==> src/rtl/maf_pkg.sv <==
// Shared types and constants for the moving average filter.
// Used by the channel interfaces and by the top level; no dependencies.
package maf_pkg;

  localparam int unsigned SampleW  = 16;  // sample and average width
  localparam int unsigned IndexW   = 16;  // series index width
  localparam int unsigned WinLenW  = 7;   // window length register width

  localparam logic [IndexW-1:0] IndexMax = {IndexW{1'b1}};

  typedef enum logic [2:0] {
    ST_IDLE,
    ST_UPDATE,
    ST_REBUILD,
    ST_DIVIDE,
    ST_EMIT
  } maf_state_e;

endpackage

==> src/rtl/maf_if.sv <==
// Valid/ready channel interfaces of the moving average filter:
// sample input, result output and window length write channel.
// Depends on maf_pkg for the field widths.
interface maf_in_if;
  logic                                 valid;
  logic                                 ready;
  logic signed [maf_pkg::SampleW-1:0]   sample;
  logic                                 last_of_series;

  modport source (output valid, output sample, output last_of_series, input ready);
  modport sink   (input valid, input sample, input last_of_series, output ready);
endinterface

interface maf_out_if;
  logic                                 valid;
  logic                                 ready;
  logic signed [maf_pkg::SampleW-1:0]   average;
  logic        [maf_pkg::IndexW-1:0]    center_index;

  modport source (output valid, output average, output center_index, input ready);
  modport sink   (input valid, input average, input center_index, output ready);
endinterface

interface maf_cfg_if;
  logic                                 valid;
  logic                                 ready;
  logic        [maf_pkg::WinLenW-1:0]   window_length;

  modport source (output valid, output window_length, input ready);
  modport sink   (input valid, input window_length, output ready);
endinterface

==> src/rtl/moving_average_filter.sv <==
// Moving average filter: ring store of recent samples, running window sum and a
// bit-serial restoring divider. Depends on maf_pkg and the interfaces in maf_if.sv.
// A sample that completes a window goes through UPDATE, DIVIDE and EMIT, the divider
// giving one quotient bit per cycle; EMIT holds while the output is stalled. A sample
// that gives no result returns to IDLE after UPDATE. The first sample after a length
// write rebuilds the sum in REBUILD. Reset clears counts and sum and sets length 1.
module moving_average_filter #(
  parameter int unsigned MAX_WINDOW = 64
) (
  input  logic                clk_i,
  input  logic                rst_ni,
  maf_in_if.sink              in_chan_i,
  maf_out_if.source           out_chan_o,
  maf_cfg_if.sink             cfg_chan_i
);

  localparam int unsigned SW   = maf_pkg::SampleW;
  localparam int unsigned IW   = maf_pkg::IndexW;
  localparam int unsigned PtrW = (MAX_WINDOW > 1) ? $clog2(MAX_WINDOW) : 1;
  localparam int unsigned LW   = $clog2(MAX_WINDOW + 1);
  localparam int unsigned SumW = SW + $clog2(MAX_WINDOW);
  localparam int unsigned DcW  = $clog2(SumW);

  localparam logic [LW:0]   MaxWide  = (LW+1)'(MAX_WINDOW);
  localparam logic [8:0]    MaxLen9  = 9'(MAX_WINDOW);
  localparam logic [DcW-1:0] DivLast = DcW'(SumW - 1);

  // step back 'off' entries from ring position p (1 <= off <= MAX_WINDOW)
  function automatic logic [PtrW-1:0] ring_back(input logic [PtrW-1:0] p,
                                                input logic [LW:0]     off);
    logic [LW:0] t;
    t = (LW+1)'(p) + MaxWide - off;
    if (t >= MaxWide) t = t - MaxWide;
    return PtrW'(t);
  endfunction

  maf_pkg::maf_state_e state_q, state_d;

  logic [maf_pkg::WinLenW-1:0] wl_q;
  logic                        dirty_q, dirty_d;
  logic [PtrW-1:0]             wr_ptr_q, wr_ptr_d;
  logic [PtrW-1:0]             base_q, base_d;
  logic [IW-1:0]               seen_q, seen_d;
  logic signed [SumW-1:0]      sum_q, sum_d;
  logic signed [SumW-1:0]      acc_q, acc_d;
  logic [LW-1:0]               cnt_q, cnt_d;
  logic [LW-1:0]               span_q, span_d;
  logic                        prod_q, prod_d;

  logic signed [SW-1:0]        smp_q, smp_d;
  logic                        last_q, last_d;
  logic [LW-1:0]               len_q, len_d;
  logic [IW-1:0]               idx_q, idx_d;
  logic [IW-1:0]               cen_q, cen_d;

  logic [SumW-1:0]             dvd_q, dvd_d;
  logic [LW-1:0]               rem_q, rem_d;
  logic                        neg_q, neg_d;
  logic [DcW-1:0]              dcnt_q, dcnt_d;

  logic                        out_valid_q, out_valid_d;
  logic signed [SW-1:0]        avg_q, avg_d;
  logic [IW-1:0]               cidx_q, cidx_d;

  logic [SW-1:0]               ring_mem [MAX_WINDOW];
  logic signed [SW-1:0]        rd_q;
  logic [PtrW-1:0]             rd_addr;
  logic                        wr_en;

  logic                        in_fire, out_fire, cfg_fire;
  logic [8:0]                  wl9, eff9;
  logic [LW-1:0]               len_eff;
  logic [IW-1:0]               seen_next;
  logic                        full_old, produce;
  logic signed [SumW-1:0]      sum_inc, sum_total;
  logic                        rebuild_done, div_done, emit_go;
  logic [LW:0]                 div_trial;
  logic                        div_ge;
  logic [IW-1:0]               quot;

  assign in_chan_i.ready  = (state_q == maf_pkg::ST_IDLE);
  assign cfg_chan_i.ready = 1'b1;
  assign out_chan_o.valid        = out_valid_q;
  assign out_chan_o.average      = avg_q;
  assign out_chan_o.center_index = cidx_q;

  assign in_fire  = in_chan_i.valid & in_chan_i.ready;
  assign out_fire = out_valid_q & out_chan_o.ready;
  assign cfg_fire = cfg_chan_i.valid;

  // clamp the register to 1..MAX_WINDOW
  assign wl9     = 9'(wl_q);
  assign eff9    = (wl9 == '0) ? 9'd1 : ((wl9 > MaxLen9) ? MaxLen9 : wl9);
  assign len_eff = LW'(eff9);

  assign seen_next = (seen_q == maf_pkg::IndexMax) ? seen_q : seen_q + 1'b1;
  assign full_old  = (seen_q >= IW'(len_q));
  assign produce   = (seen_next >= IW'(len_q));
  assign sum_inc   = sum_q + SumW'(smp_q) - (full_old ? SumW'(rd_q) : '0);
  assign sum_total = acc_q + SumW'(rd_q);

  assign rebuild_done = (cnt_q == span_q);
  assign div_done     = (dcnt_q == DivLast);
  assign emit_go      = !out_valid_q || out_chan_o.ready;

  assign div_trial = {rem_q, dvd_q[SumW-1]};
  assign div_ge    = (div_trial >= (LW+1)'(len_q));
  assign quot      = IW'(dvd_q);

  always_comb begin
    unique case (state_q)
      maf_pkg::ST_IDLE:    rd_addr = ring_back(wr_ptr_q, (LW+1)'(len_eff));
      maf_pkg::ST_REBUILD: rd_addr = ring_back(base_q, (LW+1)'(cnt_q) + 1'b1);
      default:             rd_addr = wr_ptr_q;
    endcase
  end

  assign wr_en = (state_q == maf_pkg::ST_UPDATE);

  always_ff @(posedge clk_i) begin
    if (wr_en) begin
      ring_mem[wr_ptr_q] <= smp_q;
    end
    rd_q <= ring_mem[rd_addr];
  end

  // next state
  always_comb begin
    state_d = state_q;
    unique case (state_q)
      maf_pkg::ST_IDLE: begin
        if (in_fire) state_d = maf_pkg::ST_UPDATE;
      end
      maf_pkg::ST_UPDATE: begin
        if (dirty_q)      state_d = maf_pkg::ST_REBUILD;
        else if (produce) state_d = maf_pkg::ST_DIVIDE;
        else              state_d = maf_pkg::ST_IDLE;
      end
      maf_pkg::ST_REBUILD: begin
        if (rebuild_done) state_d = prod_q ? maf_pkg::ST_DIVIDE : maf_pkg::ST_IDLE;
      end
      maf_pkg::ST_DIVIDE: begin
        if (div_done) state_d = maf_pkg::ST_EMIT;
      end
      maf_pkg::ST_EMIT: begin
        if (emit_go) state_d = maf_pkg::ST_IDLE;
      end
      default: state_d = maf_pkg::ST_IDLE;
    endcase
  end

  // datapath and outputs
  always_comb begin
    dirty_d  = dirty_q;
    wr_ptr_d = wr_ptr_q;
    base_d   = base_q;
    seen_d   = seen_q;
    sum_d    = sum_q;
    acc_d    = acc_q;
    cnt_d    = cnt_q;
    span_d   = span_q;
    prod_d   = prod_q;
    smp_d    = smp_q;
    last_d   = last_q;
    len_d    = len_q;
    idx_d    = idx_q;
    cen_d    = cen_q;
    dvd_d    = dvd_q;
    rem_d    = rem_q;
    neg_d    = neg_q;
    dcnt_d   = dcnt_q;
    avg_d    = avg_q;
    cidx_d   = cidx_q;
    out_valid_d = out_fire ? 1'b0 : out_valid_q;

    unique case (state_q)
      maf_pkg::ST_IDLE: begin
        if (in_fire) begin
          smp_d  = in_chan_i.sample;
          last_d = in_chan_i.last_of_series;
          len_d  = len_eff;
          idx_d  = seen_q;
        end
      end
      maf_pkg::ST_UPDATE: begin
        base_d   = (wr_ptr_q == PtrW'(MAX_WINDOW - 1)) ? '0 : wr_ptr_q + 1'b1;
        wr_ptr_d = last_q ? '0 : base_d;
        seen_d   = last_q ? '0 : seen_next;
        prod_d   = produce;
        cen_d    = idx_q - IW'((len_q - 1'b1) >> 1);
        acc_d    = '0;
        cnt_d    = '0;
        span_d   = (seen_next < IW'(len_q)) ? LW'(seen_next) : len_q;
        if (!dirty_q) begin
          sum_d  = last_q ? '0 : sum_inc;
          neg_d  = sum_inc[SumW-1];
          dvd_d  = sum_inc[SumW-1] ? unsigned'(-sum_inc) : unsigned'(sum_inc);
          rem_d  = '0;
          dcnt_d = '0;
        end
      end
      maf_pkg::ST_REBUILD: begin
        // reads are registered, so each add uses the data read in the cycle before
        if (cnt_q != '0) acc_d = sum_total;
        if (rebuild_done) begin
          sum_d   = last_q ? '0 : sum_total;
          dirty_d = 1'b0;
          neg_d   = sum_total[SumW-1];
          dvd_d   = sum_total[SumW-1] ? unsigned'(-sum_total) : unsigned'(sum_total);
          rem_d   = '0;
          dcnt_d  = '0;
        end else begin
          cnt_d = cnt_q + 1'b1;
        end
      end
      maf_pkg::ST_DIVIDE: begin
        rem_d  = div_ge ? LW'(div_trial - (LW+1)'(len_q)) : LW'(div_trial);
        dvd_d  = {dvd_q[SumW-2:0], div_ge};
        dcnt_d = dcnt_q + 1'b1;
      end
      maf_pkg::ST_EMIT: begin
        if (emit_go) begin
          avg_d       = neg_q ? signed'(-quot) : signed'(quot);
          cidx_d      = cen_q;
          out_valid_d = 1'b1;
        end
      end
      default: ;
    endcase

    // a window length write invalidates the running sum
    if (cfg_fire) dirty_d = 1'b1;
  end

  always_ff @(posedge clk_i or negedge rst_ni) begin
    if (!rst_ni) begin
      state_q     <= maf_pkg::ST_IDLE;
      wl_q        <= maf_pkg::WinLenW'(1);
      dirty_q     <= 1'b0;
      wr_ptr_q    <= '0;
      seen_q      <= '0;
      sum_q       <= '0;
      out_valid_q <= 1'b0;
      dcnt_q      <= '0;
      cnt_q       <= '0;
    end else begin
      state_q     <= state_d;
      if (cfg_fire) wl_q <= cfg_chan_i.window_length;
      dirty_q     <= dirty_d;
      wr_ptr_q    <= wr_ptr_d;
      seen_q      <= seen_d;
      sum_q       <= sum_d;
      out_valid_q <= out_valid_d;
      dcnt_q      <= dcnt_d;
      cnt_q       <= cnt_d;
    end
  end

  always_ff @(posedge clk_i) begin
    base_q <= base_d;
    acc_q  <= acc_d;
    span_q <= span_d;
    prod_q <= prod_d;
    smp_q  <= smp_d;
    last_q <= last_d;
    len_q  <= len_d;
    idx_q  <= idx_d;
    cen_q  <= cen_d;
    dvd_q  <= dvd_d;
    rem_q  <= rem_d;
    neg_q  <= neg_d;
    avg_q  <= avg_d;
    cidx_q <= cidx_d;
  end

endmodule

==> src/flat_wrapper.sv <==
// flat-port wrapper written by rule: the top's interface ports become plain ports
module moving_average_filter_flat 
#(
  parameter int unsigned MAX_WINDOW = 64
)
  (clk_i, rst_ni, in_chan_i_valid, in_chan_i_sample, in_chan_i_last_of_series, in_chan_i_ready, out_chan_o_valid, out_chan_o_average, out_chan_o_center_index, out_chan_o_ready, cfg_chan_i_valid, cfg_chan_i_window_length, cfg_chan_i_ready);
  maf_in_if in_chan_i_i ();
  maf_out_if out_chan_o_i ();
  maf_cfg_if cfg_chan_i_i ();
  input  logic clk_i;
  input  logic rst_ni;
  input wire logic [$bits(in_chan_i_i.valid)-1:0] in_chan_i_valid;
  input wire logic [$bits(in_chan_i_i.sample)-1:0] in_chan_i_sample;
  input wire logic [$bits(in_chan_i_i.last_of_series)-1:0] in_chan_i_last_of_series;
  output wire logic [$bits(in_chan_i_i.ready)-1:0] in_chan_i_ready;
  output wire logic [$bits(out_chan_o_i.valid)-1:0] out_chan_o_valid;
  output wire logic [$bits(out_chan_o_i.average)-1:0] out_chan_o_average;
  output wire logic [$bits(out_chan_o_i.center_index)-1:0] out_chan_o_center_index;
  input wire logic [$bits(out_chan_o_i.ready)-1:0] out_chan_o_ready;
  input wire logic [$bits(cfg_chan_i_i.valid)-1:0] cfg_chan_i_valid;
  input wire logic [$bits(cfg_chan_i_i.window_length)-1:0] cfg_chan_i_window_length;
  output wire logic [$bits(cfg_chan_i_i.ready)-1:0] cfg_chan_i_ready;
  assign in_chan_i_i.valid = in_chan_i_valid;
  assign in_chan_i_i.sample = in_chan_i_sample;
  assign in_chan_i_i.last_of_series = in_chan_i_last_of_series;
  assign in_chan_i_ready = in_chan_i_i.ready;
  assign out_chan_o_valid = out_chan_o_i.valid;
  assign out_chan_o_average = out_chan_o_i.average;
  assign out_chan_o_center_index = out_chan_o_i.center_index;
  assign out_chan_o_i.ready = out_chan_o_ready;
  assign cfg_chan_i_i.valid = cfg_chan_i_valid;
  assign cfg_chan_i_i.window_length = cfg_chan_i_window_length;
  assign cfg_chan_i_ready = cfg_chan_i_i.ready;
  moving_average_filter #(.MAX_WINDOW(MAX_WINDOW)) u_core (.clk_i(clk_i), .rst_ni(rst_ni), .in_chan_i(in_chan_i_i), .out_chan_o(out_chan_o_i), .cfg_chan_i(cfg_chan_i_i));
endmodule
==> config.mk <==
export PLATFORM = sky130hd
export DESIGN_NAME = moving_average_filter_flat
export DESIGN_NICKNAME = d
export VERILOG_FILES = /design/src/rtl/maf_pkg.sv /design/src/rtl/maf_if.sv /design/src/rtl/moving_average_filter.sv /design/src/flat_wrapper.sv
export SDC_FILE = /design/constraint.sdc
export NUM_CORES = 2
export LEC_CHECK = 0
export ABC_AREA = 1
export BUFFER_PORTS_ARGS = -buffer_cell sky130_fd_sc_hd__buf_2
export CAP_MARGIN = 20
export CELL_PAD_IN_SITES_DETAIL_PLACEMENT = 0
export CELL_PAD_IN_SITES_GLOBAL_PLACEMENT = 1
export CORE_MARGIN = 1.5
export CORE_UTILIZATION = 51
export DETAILED_ROUTE_END_ITERATION = 16
export HOLD_SLACK_MARGIN = 0.08
export PLACE_DENSITY_LB_ADDON = 0.3
export SLEW_MARGIN = 0
export SYNTH_ARGS = -nofsm -noshare
export SYNTH_HDL_FRONTEND = slang
export SYNTH_SLANG_ARGS = --single-unit
==> constraint.sdc <==
create_clock -name clk_i -period 5.55 [get_ports clk_i]
set_input_delay 0.2775 -clock clk_i [delete_from_list [all_inputs] [get_ports clk_i]]
set_output_delay 0.2775 -clock clk_i [all_outputs]
set_load 0.01 [all_outputs]
# After elaboration in Yosys (flattened, before gate mapping)
# Memory sizes are Yosys's and may differ from the RTL's. A register that Yosys moved wholly into a read port is not among the register bits.
# Cells that the tools add are included.
# word_totals
register_bits	222
ram_bits	1024
inputBits	29
out_inout_bits	35
elab_cells	137
n_memories	1
# mem_list
name	depth	width	rd	rd_ports_with_merged_regs	write_ports	line	text
u_core.ring_mem	64	16	1	1	1	moving_average_filter.sv:65	logic [SW-1:0] ring_mem [MAX_WINDOW];
# op_classes
n_addsub	20
n_lt_le_gt_ge	7
n_eq_ne	15
n_mux	52
n_bitwise	2
n_reduce_logical	17
# op_table
operator	count
two-way mux 22 bit	10
case mux 22 bit (2 select lines)	2
case mux 22 bit (3 select lines)	1
two-way mux 7 bit	7
two-way mux 16 bit	3
negation 22 bit	2
>= comparator 16 x 7 -> 1 bit	2
two-way mux 6 bit	4
adder 22 x 16 -> 22 bit	1
adder 22 bit	1
subtractor 22 bit	1
case mux 7 bit (3 select lines)	1
adder 16 x 1 -> 16 bit, second input constant	1
adder 6 x 7 -> 8 bit, second input constant	2
equality test 16 bit, second input constant	1
>= comparator 8 x 7 -> 1 bit, second input constant	2
less-than comparator 16 x 7 -> 1 bit	1
negation 16 bit	1
subtractor 16 x 15 -> 16 bit	1
two-way mux 3 bit	5
case mux 3 bit (5 select lines)	1
case mux 5 bit (3 select lines)	1
case mux 7 bit (2 select lines)	1
case mux 6 bit (2 select lines)	1
34 further kinds	60

# Longest topological paths before layout
# depth
word_depth	7
depth_mapped	34
mapped_depth_nobuf	33

# Worst setup path before layout
# Ideal clock, no wire load.
# synth_timing
kind	reg2reg
startpoint	register u_core.len_q[0]
endpoint	register u_core.dvd_q[6] (data pin)
setup_ns	0.267
arrival_ns	4.114
t_required_ns	5.283
setup_slack_ns	1.168
path_stages_with_launch	31
n_path_buf	3
synth_period_minus_slack_ns	4.382
cell_sequence	edfxtp_1 > ha_1 > inv_1 > nand2_1 > a21oi_1 > o21ai_0 > a21o_1 > a21oi_1 > o21ai_1 > clkbuf_1 > nand2_1 > inv_1 > fa_1 > inv_1 > ha_1 > nand2_1 > inv_1 > nand2_1 > nand2_1 > a21oi_1 > nand2_1 > nand2_1 > nand2_1 > a21oi_1 > nand2_1 > nand2_1 > buf_2 > buf_2 > o21ai_0 > nand2_1 > o211ai_1
# synth_between
elab_chain_len	7
# synth_rtl
item	line	text
start: declaration	moving_average_filter.sv:52	logic [LW-1:0] len_q, len_d;
start signal: assignment	moving_average_filter.sv:266	len_q <= len_d;
>= comparator 16 x 7 -> 1 bit *	moving_average_filter.sv:97	assign full_old = (seen_q >= IW'(len_q));
two-way mux 22 bit *	moving_average_filter.sv:99	assign sum_inc = sum_q + SumW'(smp_q) - (full_old ? SumW'(rd_q) : '0);
subtractor 22 bit *	moving_average_filter.sv:99	
negation 22 bit	moving_average_filter.sv:197	dvd_d = sum_inc[SumW-1] ? unsigned'(-sum_inc) : unsigned'(sum_inc);
two-way mux 22 bit *	moving_average_filter.sv:197	
two-way mux 22 bit *	moving_average_filter.sv:194	if (!dirty_q) begin
case mux 22 bit (3 select lines) *	moving_average_filter.sv:176	unique case (state_q)
net u_core.dvd_d[6]	moving_average_filter.sv:56	logic [SumW-1:0] dvd_q, dvd_d;
end signal: assignment	moving_average_filter.sv:269	dvd_q <= dvd_d;
end: declaration	moving_average_filter.sv:56	
# The timed path passes the listed nets; every way through them passes the cells marked *. The select of a mux whose other input is x is not followed.
# A chain may end at the register's enable or synchronous reset.

# Final worst setup path
# layout_timing
startpoint	register u_core.len_q[1]
endpoint	register u_core.dvd_q[12] (data pin)
# Same word-level chain as after synthesis.

==> impl_metrics.tcl <==
set metrics [dict create \
    run_status "finished, final reports clean" \
    yosysWarnings 0 \
    drc_errors 0 \
    cts_buffers 134 \
    drt_iter0_drc 4269 \
    clk_latency_ps 770 \
    fin_crit_sh 0.8906 \
    async_flop_share 0.05388 \
    cp_common_cell "nand2_1" \
    hp-start "in_chan_i_sample[2]" \
    totalNegativeSetupSlack_ps 0 \
    syn_avg_cell_area_um2 10.96 \
    synthCells 5296 \
    dr.pass1.iters 6 \
    max_slew_margin 0.2569 \
    antenna_found_initial 1 \
    ant_nets 0 \
    worst-slew-pin-transition_ps 1110 \
    place_congestion 0.9083 \
    cp_max_fo 29 \
    critical_path_class "register to register" \
    cts_tree "yes" \
    core.rowCount 123 \
    cts_max_level 4 \
    start_util 0.5154 \
    routedWlPerCell_um 22.44 \
    synth_cell_types 50 \
    finalClockSkew_ps 30.30 \
    startpoint "u_core.len_q[1]" \
    diodes 0 \
    critPathTopFamily "adder cells" \
    io_buffers 62 \
    syn_area_mm2 0.05806 \
    clock_sinks 1262 \
    routed_wl_mm 157.2 \
    hold_viol 0 \
    rsz0062_at_grt "false" \
    grt_pass1_wl_mm 236.1 \
    rr_worst_depth 29 \
    post_cts_buffers 0 \
    area_delta_synth_final_pct 12.36 \
    path_clk_slew_ps 60 \
    grt_max_degree 129 \
    cts_resized 0 \
    hold_class "primary input to register" \
    arrival_ps 5430 \
    synth_top_area_cell "edfxtp_1" \
    cp_slowest_stage_delay_ps 480 \
    grt_usage 0.2704 \
    cts_max_path_buffers 3 \
    synth-edff-count 1178 \
    synth-seq-cells 1262 \
    synthFlopType "edfxtp_1" \
    cts_hold_buf 44 \
    core_area_mm2 0.1127 \
    grt_overflow 0 \
    die_x_um 340.4 \
    drive_above_1_share 0.07752 \
    ys_seq_area_frac 0.6441 \
    fin_nets 5558 \
    dieArea_mm2 0.1159 \
    via_per_inst 5.715 \
    critPathRequiredTime_ps 6040 \
    holdPathEnd "u_core.smp_q[2]" \
    first_global_vias 37846 \
    critical_path_buf_inv_count 6 \
    cp_slowest_cell "edfxtp_1" \
    hpwl_mm 94.46 \
    fmax_ghz 0.2023 \
    io_pins 64 \
    reg2reg_slack_ps 610 \
    drv_slew 0 \
    endpoint_kind "register" \
    reg2reg_from "u_core.len_q[1]" \
    n_fill_cell 9306 \
    synth_top_cell_area_share 0.6093 \
    start_kind "register" \
    cap_violations 0 \
    setup_viol 0 \
    die_h_um 340.4 \
    worstReg2RegEnd "u_core.dvd_q[12]" \
    synthTopCellsByArea "edfxtp_1 61%, o211ai_1 6.8%, nand2_1 5.9%" \
    dr_total_vias 40048 \
    ctsRootBufferMaster "clkbuf_16" \
    layout_min_cycle_time_ps 4943 \
    min_path_cells 2 \
    syn_nets 5451 \
]
-- synthesized netlist by cell type (16+ instances only) --
| library cell | instances |
|---|---|
| nor2_1 | 252 |
| fa_1 | 26 |
| clkbuf_1 | 137 |
| edfxtp_1 | 1178 |
| o21ai_1 | 56 |
| xnor2_1 | 20 |
| ha_1 | 100 |
| buf_1 | 26 |
| xor2_1 | 59 |
| o22ai_1 | 24 |
| inv_1 | 704 |
| o211ai_1 | 526 |
| nand3_1 | 433 |
| nor3_1 | 31 |
| buf_2 | 109 |
| nand4_1 | 37 |
| dfrtp_1 | 67 |
| o21ai_0 | 222 |
| dfxtp_1 | 16 |
| nand2_1 | 918 |
| a21oi_1 | 262 |
-- layout make-up --
type	instances	area, um2	share of cell area
Multi-Input combinational cell	3050	16930	0.2594
Inverter	710	2668	0.04089
Clock inverter	72	680.7	0.01043
Tap cell	1500	1877	0.02877
Clock buffer	169	3631	0.05566
Timing Repair Buffer	245	2057	0.03153
Sequential cell	1262	37400	0.5733
-- per-stage QoR --
step	std cells	setup WS, ps	hold WS, ps	utilization	area (um2)
floorplan	5296	1169	-18.09	-	58060
CTS	7008	594.0	191.9	0.5791	65240
global placement	6723	685.7	250.2	0.5368	60470
finish	7008	607.3	250.5	0.5791	65240
detailed placement	6723	628.8	244.4	0.5368	60470
global route	7008	80.85	237.1	0.5791	65240
-- logic make-up (layout without fill, tap and decap cells) --
| group | count (synthesis) | in the layout | synth area share |
|---|---|---|---|
| AO/OA/AOI/OAI | 1129 | 1129 | 0.1222 |
| XOR/XNOR | 79 | 79 | 0.01192 |
| adder cells (fa/ha/maj) | 126 | 126 | 0.03052 |
| buffers and inverters | 984 | 1196 | 0.06610 |
| flip-flops | 1262 | 1262 | 0.6441 |
| other | 1 | 1 | 0.00006459 |
| AND/OR/NAND/NOR | 1715 | 1715 | 0.1251 |
-- how the worst max path moves through the flow --
stage                            end  depth (start not counted)
floorplan            u_core.dvd_q[6]                         30
global placement    u_core.dvd_q[19]                         30
detailed placement  u_core.dvd_q[10]                         29
CTS                 u_core.dvd_q[12]                         29
global route        u_core.dvd_q[19]                         30
finish              u_core.dvd_q[12]                         29
-- state kept, by name, indices dropped and copies added, names as in the netlist, 7 cells and up --
register,flops
u_core.out_chan_o.average,16
u_core.seen_q,16
u_core.rem_q,7
u_core.smp_q,16
u_core.ring_mem,1024
u_core.dvd_q,22
u_core.sum_q,22
u_core.out_chan_o.center_index,16
u_core.cen_q,16
u_core.span_q,7
u_core.cnt_q,7
u_core.idx_q,16
u_core.rd_q,16
u_core.acc_q,22
u_core.wl_q,7
u_core.len_q,7
-- routing by layer --
layer	routed length, um	track usage	part of all wire
met2	73900	0.4322	0.47
met4	7753	0.1297	0.049
met3	10050	0.03541	0.064
met5	0	0	0
met1	65520	0.3678	0.42
-- cells in the final DEF (no fill, tap or decap), types with 6 or more instances in the layout --
cell type	instances
a211oi_1	6
a21oi_1	261
a31oi_1	8
buf_12	21
buf_2	61
buf_4	120
bufinv_16	7
clkbuf_1	26
clkbuf_16	139
clkinv_1	29
clkinv_2	20
dfrtp_1	67
dfxtp_1	16
dlygate4sd3_1	43
edfxtp_1	1178
fa_1	26
ha_1	100
inv_1	703
nand2_1	917
nand3_1	433
nand3b_1	15
nand4_1	37
nor2_1	248
nor3_1	31
o211ai_1	526
o21ai_0	220
o21ai_1	55
o21bai_1	7
o22ai_1	24
or2_2	10
xnor2_1	20
xor2_1	59
Power is left out: the tool's default activity adds up to more than one toggle a clock period on the data nets, which glitch-free logic cannot reach.
